<file path="config.mk">
export PLATFORM = sky130hd
export DESIGN_NAME = spaced_repetition_scheduler_core
export DESIGN_NICKNAME = d
export VERILOG_FILES = /design/src/srs_pkg.sv /design/src/srs_cfg.sv /design/src/srs_eval.sv /design/src/srs_div100.sv /design/src/spaced_repetition_scheduler_core.sv
export SDC_FILE = /design/constraint.sdc
export NUM_CORES = 2
export LEC_CHECK = 0
export BUFFER_PORTS_ARGS = -buffer_cell sky130_fd_sc_hd__buf_2
export CAP_MARGIN = 20
export CORE_MARGIN = 5
export CORE_UTILIZATION = 45
export CTS_CLUSTER_DIAMETER = 30
export CTS_CLUSTER_SIZE = 20
export DETAILED_ROUTE_END_ITERATION = 10
export MAX_ROUTING_LAYER = met4
export SETUP_SLACK_MARGIN = 0.2
export SYNTH_ARGS = -nofsm -noshare
export SYNTH_HDL_FRONTEND = slang
export SYNTH_SLANG_ARGS = --single-unit
</file>
<file path="constraint.sdc">
create_clock -name clk -period 10.2 [get_ports clk]
set_input_delay 0.51 -clock clk [delete_from_list [all_inputs] [get_ports clk]]
set_output_delay 0.51 -clock clk [all_outputs]
set_load 0.01 [all_outputs]
</file>
<file path="src/srs_pkg.sv">
package srs_pkg;

    // Configuration port geometry
    localparam int CFG_INDEX_W = 3;
    localparam int CFG_DATA_W  = 16;

    // Field widths
    localparam int COUNT_W   = 16;
    localparam int QUALITY_W = 3;
    localparam int DAY_W     = 22;
    localparam int DUE_W     = 23;
    localparam int PROD_W    = 2 * COUNT_W;

    localparam logic [COUNT_W-1:0] MAX16 = '1;

    // Configuration register indexes
    typedef enum logic [CFG_INDEX_W-1:0] {
        CFG_PASS_GRADE   = 3'd0,
        CFG_STEP1_DAYS   = 3'd1,
        CFG_STEP2_DAYS   = 3'd2,
        CFG_STEP3_DAYS   = 3'd3,
        CFG_EASE_FLOOR   = 3'd4,
        CFG_MASTERY_DAYS = 3'd5,
        CFG_INITIAL_EASE = 3'd6
    } cfg_reg_t;

    // Configuration reset values
    localparam logic [QUALITY_W-1:0] RST_PASS_GRADE   = 3'd3;
    localparam logic [COUNT_W-1:0]   RST_STEP1_DAYS   = 16'd1;
    localparam logic [COUNT_W-1:0]   RST_STEP2_DAYS   = 16'd6;
    localparam logic [COUNT_W-1:0]   RST_STEP3_DAYS   = 16'd15;
    localparam logic [COUNT_W-1:0]   RST_EASE_FLOOR   = 16'd130;
    localparam logic [COUNT_W-1:0]   RST_MASTERY_DAYS = 16'd21;
    localparam logic [COUNT_W-1:0]   RST_INITIAL_EASE = 16'd250;

    // Rounded divide by 100: (p + 50) / 100, exact for x < 2^23 with shift 30
    localparam logic [PROD_W:0]   ROUND_BIAS     = 33'd50;
    localparam logic [PROD_W-1:0] PROD_SAT_LIMIT = 32'd6553550;
    localparam int                DIV_IN_W       = 23;
    localparam int                DIV_MULT_W     = 24;
    localparam int                DIV_PROD_W     = DIV_IN_W + DIV_MULT_W;
    localparam logic [DIV_MULT_W-1:0] DIV100_MULT = 24'd10737419;
    localparam int                DIV100_SHIFT   = 30;

    typedef struct packed {
        logic [QUALITY_W-1:0] pass_grade;
        logic [COUNT_W-1:0]   step1_days;
        logic [COUNT_W-1:0]   step2_days;
        logic [COUNT_W-1:0]   step3_days;
        logic [COUNT_W-1:0]   ease_floor;
        logic [COUNT_W-1:0]   mastery_days;
        logic [COUNT_W-1:0]   initial_ease;
    } cfg_t;

    // One review as taken from the input channel
    typedef struct packed {
        logic                 has_history;
        logic [COUNT_W-1:0]   prior_reps;
        logic [COUNT_W-1:0]   prior_lapses;
        logic [COUNT_W-1:0]   prior_interval;
        logic [COUNT_W-1:0]   prior_ease;
        logic [QUALITY_W-1:0] answer_quality;
        logic [DAY_W-1:0]     today_day;
    } item_t;

    // After the grade evaluation and the interval product
    typedef struct packed {
        logic [COUNT_W-1:0] reps;
        logic [COUNT_W-1:0] lapses;
        logic [COUNT_W-1:0] ease;
        logic [COUNT_W-1:0] fixed_interval;
        logic               use_product;
        logic [PROD_W-1:0]  product;
        logic [DAY_W-1:0]   today;
    } eval_t;

    // After the interval is settled
    typedef struct packed {
        logic [COUNT_W-1:0] reps;
        logic [COUNT_W-1:0] lapses;
        logic [COUNT_W-1:0] ease;
        logic [COUNT_W-1:0] interval;
        logic [DAY_W-1:0]   today;
    } sched_t;

    // Ease change in hundredths for a grade; grades above five act as five
    function automatic logic signed [7:0] ease_delta(input logic [QUALITY_W-1:0] quality);
        logic signed [7:0] delta;
        begin
            case (quality)
                3'd0:    delta = -8'sd80;
                3'd1:    delta = -8'sd54;
                3'd2:    delta = -8'sd32;
                3'd3:    delta = -8'sd14;
                3'd4:    delta = 8'sd0;
                default: delta = 8'sd10;
            endcase
            return delta;
        end
    endfunction

endpackage

</file>
<file path="src/srs_cfg.sv">
module srs_cfg
    import srs_pkg::*;
(
    input  logic                   clk,
    input  logic                   rst_n,
    input  logic                   cfg_we,
    input  logic [CFG_INDEX_W-1:0] cfg_index,
    input  logic [CFG_DATA_W-1:0]  cfg_data,
    output cfg_t                   cfg
);

    cfg_t cfg_reg;
    cfg_t cfg_next;

    // Decode the write into the addressed register
    always_comb
    begin
        cfg_next = cfg_reg;
        if (cfg_we)
        begin
            case (cfg_reg_t'(cfg_index))
                CFG_PASS_GRADE:   cfg_next.pass_grade   = cfg_data[QUALITY_W-1:0];
                CFG_STEP1_DAYS:   cfg_next.step1_days   = cfg_data;
                CFG_STEP2_DAYS:   cfg_next.step2_days   = cfg_data;
                CFG_STEP3_DAYS:   cfg_next.step3_days   = cfg_data;
                CFG_EASE_FLOOR:   cfg_next.ease_floor   = cfg_data;
                CFG_MASTERY_DAYS: cfg_next.mastery_days = cfg_data;
                CFG_INITIAL_EASE: cfg_next.initial_ease = cfg_data;
                default:          cfg_next = cfg_reg;
            endcase
        end
    end

    always_ff @(posedge clk or negedge rst_n)
    begin
        if (!rst_n)
        begin
            cfg_reg.pass_grade   <= RST_PASS_GRADE;
            cfg_reg.step1_days   <= RST_STEP1_DAYS;
            cfg_reg.step2_days   <= RST_STEP2_DAYS;
            cfg_reg.step3_days   <= RST_STEP3_DAYS;
            cfg_reg.ease_floor   <= RST_EASE_FLOOR;
            cfg_reg.mastery_days <= RST_MASTERY_DAYS;
            cfg_reg.initial_ease <= RST_INITIAL_EASE;
        end
        else
        begin
            cfg_reg <= cfg_next;
        end
    end

    assign cfg = cfg_reg;

endmodule

</file>
<file path="src/srs_eval.sv">
module srs_eval
    import srs_pkg::*;
(
    input  item_t item,
    input  cfg_t  cfg,
    output eval_t res
);

    logic [COUNT_W-1:0]  reps;
    logic [COUNT_W-1:0]  lapses;
    logic [COUNT_W-1:0]  interval;
    logic [COUNT_W-1:0]  ease;
    logic [COUNT_W-1:0]  reps_inc;
    logic [COUNT_W-1:0]  lapses_inc;
    logic                passed;
    logic signed [17:0]  delta_ext;
    logic signed [17:0]  ease_sum;
    logic [COUNT_W-1:0]  ease_new;

    // Drop the prior fields of a new card
    assign reps     = item.has_history ? item.prior_reps     : '0;
    assign lapses   = item.has_history ? item.prior_lapses   : '0;
    assign interval = item.has_history ? item.prior_interval : '0;
    assign ease     = item.has_history ? item.prior_ease     : cfg.initial_ease;

    assign passed     = (item.answer_quality >= cfg.pass_grade);
    assign reps_inc   = (reps == MAX16) ? MAX16 : reps + 16'd1;
    assign lapses_inc = (lapses == MAX16) ? MAX16 : lapses + 16'd1;

    // Apply the grade delta, clip at the top, then hold at the floor
    assign delta_ext = 18'(ease_delta(item.answer_quality));
    assign ease_sum  = $signed({2'b00, ease}) + delta_ext;

    always_comb
    begin
        if (ease_sum > $signed({2'b00, MAX16}))
        begin
            ease_new = MAX16;
        end
        else if (ease_sum < $signed({2'b00, cfg.ease_floor}))
        begin
            ease_new = cfg.ease_floor;
        end
        else
        begin
            ease_new = ease_sum[COUNT_W-1:0];
        end
    end

    // Pick counts and the fixed interval step
    always_comb
    begin
        res.reps           = reps;
        res.lapses         = lapses;
        res.fixed_interval = cfg.step1_days;
        res.use_product    = 1'b0;
        res.ease           = ease_new;
        // Interval times old ease, divided by 100 later
        res.product        = PROD_W'(interval) * PROD_W'(ease);
        res.today          = item.today_day;
        if (!passed)
        begin
            res.lapses = lapses_inc;
            res.reps   = '0;
        end
        else
        begin
            res.reps = reps_inc;
            case (reps_inc)
                16'd1:   res.fixed_interval = cfg.step1_days;
                16'd2:   res.fixed_interval = cfg.step2_days;
                16'd3:   res.fixed_interval = cfg.step3_days;
                default: res.use_product    = 1'b1;
            endcase
        end
    end

endmodule

</file>
<file path="src/srs_div100.sv">
module srs_div100
    import srs_pkg::*;
(
    input  eval_t  ev,
    output sched_t res
);

    logic [PROD_W:0]       biased;
    logic                  saturate;
    logic [DIV_PROD_W-1:0] scaled;
    logic [COUNT_W-1:0]    quotient;

    // Round half up, then divide by 100 through the reciprocal
    assign biased   = {1'b0, ev.product} + ROUND_BIAS;
    assign saturate = (ev.product >= PROD_SAT_LIMIT);
    assign scaled   = DIV_PROD_W'(biased[DIV_IN_W-1:0]) * DIV_PROD_W'(DIV100_MULT);
    assign quotient = COUNT_W'(scaled >> DIV100_SHIFT);

    // Select the scaled or the fixed interval
    always_comb
    begin
        res.reps   = ev.reps;
        res.lapses = ev.lapses;
        res.ease   = ev.ease;
        res.today  = ev.today;
        if (!ev.use_product)
        begin
            res.interval = ev.fixed_interval;
        end
        else if (saturate)
        begin
            res.interval = MAX16;
        end
        else
        begin
            res.interval = quotient;
        end
    end

endmodule

</file>
<file path="src/spaced_repetition_scheduler_core.sv">
// Channel  | Handshake                  | Payload
// ---------+----------------------------+-----------------------------------------------
// review   | item_valid / item_stall    | has_history, prior_*, answer_quality, today_day
// result   | result_valid / result_stall| new_*, mastered, due_day, last_review_day
// config   | cfg_we                     | cfg_index, cfg_data
//
// One transfer per cycle in steady state while result_stall is low; each review passes
// through the input, product, interval and result registers before its result is offered.
// The interval product and the divide-by-100 multiplier each sit in a stage of their own.
// Reset clears all stage valid bits and loads the default configuration.
// A stalled result holds its register; upstream stages keep filling empty slots and
// item_stall rises only when every stage ahead is occupied.
module spaced_repetition_scheduler_core
    import srs_pkg::*;
(
    input  logic                   clk,
    input  logic                   rst_n,
    input  logic                   cfg_we,
    input  logic [CFG_INDEX_W-1:0] cfg_index,
    input  logic [CFG_DATA_W-1:0]  cfg_data,
    input  logic                   item_valid,
    output logic                   item_stall,
    input  logic                   has_history,
    input  logic [COUNT_W-1:0]     prior_reps,
    input  logic [COUNT_W-1:0]     prior_lapses,
    input  logic [COUNT_W-1:0]     prior_interval,
    input  logic [COUNT_W-1:0]     prior_ease,
    input  logic [QUALITY_W-1:0]   answer_quality,
    input  logic [DAY_W-1:0]       today_day,
    output logic                   result_valid,
    input  logic                   result_stall,
    output logic [COUNT_W-1:0]     new_reps,
    output logic [COUNT_W-1:0]     new_lapses,
    output logic [COUNT_W-1:0]     new_interval,
    output logic [COUNT_W-1:0]     new_ease,
    output logic                   mastered,
    output logic [DUE_W-1:0]       due_day,
    output logic [DAY_W-1:0]       last_review_day
);

    cfg_t   cfg;
    item_t  item_reg;
    eval_t  eval_reg;
    eval_t  eval_next;
    sched_t sched_reg;
    sched_t sched_next;

    logic   item_vld_reg;
    logic   eval_vld_reg;
    logic   sched_vld_reg;
    logic   res_vld_reg;

    logic   res_ready;
    logic   sched_ready;
    logic   eval_ready;
    logic   item_ready;

    logic [COUNT_W-1:0] res_reps_reg;
    logic [COUNT_W-1:0] res_lapses_reg;
    logic [COUNT_W-1:0] res_interval_reg;
    logic [COUNT_W-1:0] res_ease_reg;
    logic               res_mastered_reg;
    logic [DUE_W-1:0]   res_due_reg;
    logic [DAY_W-1:0]   res_today_reg;
    logic               res_mastered_next;
    logic [DUE_W-1:0]   res_due_next;

    srs_cfg u_cfg (
        .clk       (clk),
        .rst_n     (rst_n),
        .cfg_we    (cfg_we),
        .cfg_index (cfg_index),
        .cfg_data  (cfg_data),
        .cfg       (cfg)
    );

    srs_eval u_eval (
        .item (item_reg),
        .cfg  (cfg),
        .res  (eval_next)
    );

    srs_div100 u_div100 (
        .ev  (eval_reg),
        .res (sched_next)
    );

    // Advance a stage when its slot is empty or its contents move on
    assign res_ready   = !res_vld_reg   || !result_stall;
    assign sched_ready = !sched_vld_reg || res_ready;
    assign eval_ready  = !eval_vld_reg  || sched_ready;
    assign item_ready  = !item_vld_reg  || eval_ready;
    assign item_stall  = !item_ready;

    // Mastery test and due day
    assign res_mastered_next = (sched_reg.interval >= cfg.mastery_days);
    assign res_due_next      = DUE_W'(sched_reg.today) + DUE_W'(sched_reg.interval);

    // Stage valid bits
    always_ff @(posedge clk or negedge rst_n)
    begin
        if (!rst_n)
        begin
            item_vld_reg  <= 1'b0;
            eval_vld_reg  <= 1'b0;
            sched_vld_reg <= 1'b0;
            res_vld_reg   <= 1'b0;
        end
        else
        begin
            if (item_ready)
            begin
                item_vld_reg <= item_valid;
            end
            if (eval_ready)
            begin
                eval_vld_reg <= item_vld_reg;
            end
            if (sched_ready)
            begin
                sched_vld_reg <= eval_vld_reg;
            end
            if (res_ready)
            begin
                res_vld_reg <= sched_vld_reg;
            end
        end
    end

    // Stage payloads
    always_ff @(posedge clk)
    begin
        if (item_ready)
        begin
            item_reg.has_history    <= has_history;
            item_reg.prior_reps     <= prior_reps;
            item_reg.prior_lapses   <= prior_lapses;
            item_reg.prior_interval <= prior_interval;
            item_reg.prior_ease     <= prior_ease;
            item_reg.answer_quality <= answer_quality;
            item_reg.today_day      <= today_day;
        end
        if (eval_ready)
        begin
            eval_reg <= eval_next;
        end
        if (sched_ready)
        begin
            sched_reg <= sched_next;
        end
        if (res_ready)
        begin
            res_reps_reg     <= sched_reg.reps;
            res_lapses_reg   <= sched_reg.lapses;
            res_interval_reg <= sched_reg.interval;
            res_ease_reg     <= sched_reg.ease;
            res_mastered_reg <= res_mastered_next;
            res_due_reg      <= res_due_next;
            res_today_reg    <= sched_reg.today;
        end
    end

    assign result_valid    = res_vld_reg;
    assign new_reps        = res_reps_reg;
    assign new_lapses      = res_lapses_reg;
    assign new_interval    = res_interval_reg;
    assign new_ease        = res_ease_reg;
    assign mastered        = res_mastered_reg;
    assign due_day         = res_due_reg;
    assign last_review_day = res_today_reg;

    // Input backs up only when the whole pipeline is full behind a stalled result
    a_stall_full: assert property (@(posedge clk) disable iff (!rst_n)
        item_stall |-> (item_vld_reg && eval_vld_reg && sched_vld_reg
                        && res_vld_reg && result_stall))
        else $error("item_stall raised with an empty pipeline slot");

    // Due day is review day plus the delivered interval
    a_due_sum: assert property (@(posedge clk) disable iff (!rst_n)
        result_valid |-> (due_day == (DUE_W'(last_review_day) + DUE_W'(new_interval))))
        else $error("due_day does not match review day plus interval");

    // Ease never delivered below its floor
    a_ease_floor: assert property (@(posedge clk) disable iff (!rst_n)
        result_valid |-> (new_ease >= cfg.ease_floor))
        else $error("new_ease below ease_floor");

    // Mastery flag agrees with the delivered interval
    a_mastered: assert property (@(posedge clk) disable iff (!rst_n)
        result_valid |-> (mastered == (new_interval >= cfg.mastery_days)))
        else $error("mastered flag inconsistent with new_interval");

endmodule
</file>
* Word-level counts from Yosys, hierarchy flattened
Index checks and enable logic that the tools add are counted.
** Operators by class
- $add $sub $neg :: 5
- $mul :: 2
- $lt $le $gt $ge :: 5
- Equality and inequality tests :: 15
- Muxes and demuxes :: 14
- Reduce and logical (&&, ||, !) cells :: 20
** Operators by type and width (count)
- 2-to-1 mux 16 bit :: 10
- multiplier 23 x 24 -> 46 bit (second input constant) :: 1
- one-hot mux 8 bit (5 select lines) :: 1
- adder 16 x 1 -> 16 bit (second input constant) :: 2
- equality test 16 bit (second input constant) :: 2
- equality test 16 x 2 -> 1 bit (second input constant) :: 2
- >= comparator 32 x 23 -> 1 bit (second input constant) :: 1
- multiplier 16 x 16 -> 32 bit :: 1
- one-hot mux 16 bit (2 select lines) :: 1
- adder 22 x 16 -> 23 bit :: 1
- adder 23 x 6 -> 23 bit (second input constant) :: 1
- adder 17 x 8 -> 18 bit :: 1
- > comparator 18 x 17 -> 1 bit (second input constant) :: 1
- < comparator 18 x 17 -> 1 bit :: 1
- 2-to-1 mux 17 bit :: 1
- equality test 16 x 1 -> 1 bit (second input constant) :: 1
- >= comparator 16 bit :: 1
- AND reduction 2 bit :: 7
- equality test 3 x 2 -> 1 bit (second input constant) :: 4
- equality test 3 bit (second input constant) :: 4
- equality test 3 x 1 -> 1 bit (second input constant) :: 2
- zero test 1 bit :: 6
- zero test 3 bit :: 2
- logical OR 1 bit :: 4
- 3 further kinds :: 3
** Word-level totals
- Register bits after elaboration :: 508
- Bits of input ports :: 114
- Output and inout port bits :: 112
- Logic and storage cells :: 98

* Logic depth before layout (Yosys ltp)
- Word-level depth :: 7
- Depth in mapped cells :: 30
- Gate-level depth less buffers :: 30

* Cells and area by module
A second synthesis with hierarchy kept.
** Second synthesis, totals
- Cell total of the unflattened synthesis :: 3436
- Area total of the unflattened synthesis :: 39741.9 um^2
** Modules (own cells, without submodules)
- spaced_repetition_scheduler_core :: times used 1, cells each 632, area each 13847.0 um^2, seq. area each 12261.8 um^2
- srs_eval :: times used 1, cells each 1503, area each 11797.6 um^2, seq. area each 0.0 um^2
- srs_div100 :: times used 1, cells each 1086, area each 10287.4 um^2, seq. area each 0.0 um^2
- srs_cfg :: times used 1, cells each 215, area each 3809.9 um^2, seq. area each 2502.4 um^2

* Worst setup path after synthesis
Ideal clock, no wire load.
- Path type :: register -> register
- Start :: reg eval_reg[23] (netlist name)
- End :: reg sched_reg[34] (netlist name), data pin
- Setup time :: 0.261 ns
- Arrival time :: 7.961 ns
- Data required time :: 9.939 ns
- Path slack :: 1.978 ns
- Cell stages (with the launch flop) :: 26
- Buffers on the path :: 0
- Period minus slack after synthesis :: 8.222 ns
- Path through :: edfxtp_1 -> ha_1 -> a21oi_1 -> a21boi_0 -> nand2b_1 -> xnor2_1 -> fa_1 -> fa_1 -> inv_1 -> ha_1 -> fa_1 -> fa_1 -> fa_1 -> inv_1 -> fa_1 -> inv_1 -> ha_1 -> and4_1 -> nand3_1 -> a2111o_1 -> a31o_2 -> a211o_1 -> a21bo_1 -> a311oi_4 -> o2111ai_1 -> nor3b_2
** RTL lines
- start: declaration :: line spaced_repetition_scheduler_core.sv:43 : eval_t eval_reg;
- start signal: assignment :: line spaced_repetition_scheduler_core.sv:145 : eval_reg <= eval_next;
- end signal: assignment :: line spaced_repetition_scheduler_core.sv:149 : sched_reg <= sched_next;
- end: declaration :: line spaced_repetition_scheduler_core.sv:45 : sched_t sched_reg;

==> run metrics <==
status complete, no violations; number of failing hold endpoints at the final stage 0; starting utilization of the core area 0.452; Total Routed Length between 90000 and 100000 um; most frequent cells after synthesis inv_1 (581), ha_1 (410), edfxtp_1 (405), fa_1 (387), nand2_1 (296); worst min-delay path class primary input to register; average via count per standard cell about 5.1; Antenna Violating Nets Remaining 0; prevailing post-synth register cell edfxtp_1; Syn Nets between 4k and 5k; # nets final between 4k and 5k; Synth Cell Area about 38000 sq um; clock buffers created by TritonCTS 97; fill cell count 7503; crit-path leading delay family adder cells; biggest cell delay along the critical path 0.73 ns; Max Root-Sink Buffers 3; buffer cell driving the clock tree root clkbuf_16; standard cell core area 84900 sq um; overall routing resource usage 0.215; Worst path most repeated cell fa_1; number of design rule violations left after detail routing 0; Port Buf Inserts between 200 and 250; shortest period the worst path allows 8.80 ns; weighted congestion reported at the end of routability-driven placement between 0.9 and 1; largest area contributor in the netlist edfxtp_1; mean routed wirelength per cell about 19 um; number of vias after detailed routing around 25k; wire length of the first global-routing pass roughly 150000 um; Die Ht approximately 300 um; slowest library cell on the worst path xnor2_1; pin count of the biggest net entering global routing 181; Yosys reg bits around 510; Total Negative Setup Slacks 0 ns; clock input transition at the sequential cells of the worst setup and hold paths 0.05 ns; met3 capacity usage during global routing 0.0403; global routing met1 resource utilization 0.281; vias in the first global route about 26k; Detail Placement HPWL slightly above 70000 um; final count of negative-setup-slack endpoints 0; met2 Usage GRT 0.348; number of instances in the synthesized netlist roughly 3.3k; Slew Limit Fails 0; buffers inserted by post-CTS timing repair 0; most utilized layer in the global route result met2; Final Skew 0.0260 ns; die outline area roughly 91000 sq um; I/O Pins 226; Final Hold Slack between 0.03 and 0.04 ns; Setup Crit Path Kind register to register; CP required around 11 ns; final worst path period share 0.863; asr flop ratio synth 0.203; Syn. warnings 0; signal arrival time at the worst endpoint around 9.2 ns; max-slew headroom at the worst pin 0.276; router iterations before antenna repair 5; max-cap viol count 0; critical path depth 26; GRT overflow 0; antenna violations before repair 13; setup repair after global routing missed its margin no; number of synthesized flops with an enable pin around 410; signed area change from the synthesized netlist to the final layout 16.1%; actual transition at the worst max-transition pin about 1.1 ns; proportion of netlist area held by the largest area contributor 0.317; TritonCTS clock tree done; library cell with the highest instance count after synthesis inv_1; critical path fanouts, max 10; Num Clock Sinks about 510; Worst Hold Depth 1; sequential-to-total area share from yosys stat 0.385; worst slack at placement 1.31 ns; width of the die between 300 and 400 um; DRC marker count from the first detailed-route iteration around 1.4k; final setup slack of the worst path ~1.4 ns; later-pin clock latency in the skew report about 0.65 ns; row count 107; path depth of the worst reg2reg path 26; Critical Path Sink Type register; type of origin of the critical path register; number of distinct standard cells referenced by the synthesized netlist 84; ranking of synthesized cells by area edfxtp_1 (32%), fa_1 (20%), ha_1 (13%); # H-tree levels 3; highest achievable clock rate 114 MHz; max FFs per register around 120; ratio of cells with drive above 1 in the final layout 0.154; number of buffers and inverters on the critical path 4; average instance area after synthesis between 10 and 15 sq um
## layout make-up
class / count / area (sq um) / area share
inverters: 581 / 2180 / 0.0490
well taps: 1144 / 1430 / 0.0321
clock inverters: 71 / 937 / 0.0210
flip-flops and latches: 508 / 14800 / 0.331
diodes: 13 / 32.5 / 0.000730
multi-input cells: 2098 / 21100 / 0.473
clock buffers: 112 / 2580 / 0.0578
repair buffers: 273 / 1570 / 0.0353
## worst register-to-register path: stages (launching register included)
cell	delay, ns
edfxtp_1	0.36
buf_4	0.24
ha_1	0.21
a21oi_1	0.10
a21boi_0	0.46
nand2b_1	0.22
xnor2_1	0.73
fa_1	0.60
fa_1	0.52
inv_1	0.04
ha_1	0.30
fa_1	0.47
fa_1	0.51
fa_1	0.54
inv_1	0.05
fa_1	0.52
inv_1	0.04
ha_1	0.30
and4_1	0.24
nand3_1	0.12
a2111o_1	0.35
a31o_2	0.29
a211o_1	0.38
a21bo_1	0.26
a311oi_4	0.33
o2111ai_1	0.14
nor3b_2	0.21
## through the flow
stage / instances / util / area (sq um)
final: 4800 / 0.525 / 44600
after global routing: 4799 / 0.525 / 44600
after CTS: 4787 / 0.525 / 44500
after detailed placement: 4576 / 0.480 / 40700
after global placement: 4576 / 0.480 / 40700
after floorplan: 3286 / - / 38400
## per-layer routing
| layer | vias up | wire, um | share of wire |
|---|---|---|---|
| li1 | 11700 | - | - |
| met1 | 12200 | 40600 | 0.43 |
| met2 | 627 | 45200 | 0.48 |
| met3 | 151 | 5310 | 0.057 |
| met4 | 0 | 2320 | 0.025 |
| met5 | - | 0 | 0 |
## kinds of logic (layout without fill, tap and decap cells)
logic type | Yosys count | in the layout | synth area share
fa+ha+maj | 797 | 797 | 0.335
simple gates | 705 | 705 | 0.0916
buf+inv | 680 | 1037 | 0.0677
flops | 508 | 508 | 0.385
compound gates | 371 | 371 | 0.0623
xor+xnor | 115 | 115 | 0.0262
mux | 110 | 110 | 0.0322
other cells | 0 | 13 | 0
## layout by cell type (no fill, tap or decap), drive strengths merged, types with 10 or more instances in the layout
cell type | Yosys | routed
inv | 581 | 592
ha | 410 | 410
edfxtp | 405 | 405
fa | 387 | 387
nand2 | 296 | 296
buf | 18 | 245
and3 | 115 | 115
clkbuf | 80 | 112
a21oi | 107 | 107
mux2 | 97 | 97
o21ai | 88 | 88
xnor2 | 84 | 84
dfrtp | 83 | 83
nor2 | 73 | 73
nand3 | 52 | 52
a21o | 44 | 44
nor3 | 34 | 34
clkinv | 0 | 34
xor2 | 31 | 31
and2 | 29 | 29
dlygate4sd3 | 0 | 28
nand4 | 25 | 25
o21a | 21 | 21
dfstp | 20 | 20
nand2b | 18 | 18
a31oi | 16 | 16
a22oi | 16 | 16
bufinv | 0 | 16
nor3b | 15 | 15
diode | 0 | 13
mux2i | 13 | 13
clkinvlp | 0 | 10
nor4 | 10 | 10
## final timing paths
| kind | start | endpoint | slack [ns] |
|---|---|---|---|
| setup / recovery | eval_reg[23] | sched_reg[34] | 1.40 |
| hold / removal | prior_reps[15] | item_reg[88] | 0.04 |
| setup reg to reg | eval_reg[23] | sched_reg[34] | 1.40 |
| hold reg to reg | eval_reg[11] | sched_reg[11] | 0.41 |
| max in group asynchronous | rst_n | u_cfg.cfg[15] | 8.55 |
| min in group asynchronous | rst_n | u_cfg.cfg[17] | 0.44 |
## what timing repair did
| item | in CTS | in global routing |
|---|---|---|
| hold endpoints to repair | 71 | 0 |
| gates resized for setup | 0 | 0 |
| setup endpoints to repair | 0 | 0 |
| hold buffers | 28 | 0 |
Power is left out: the tool's default activity adds up to more than one toggle a clock period on the data nets, which glitch-free logic cannot reach.
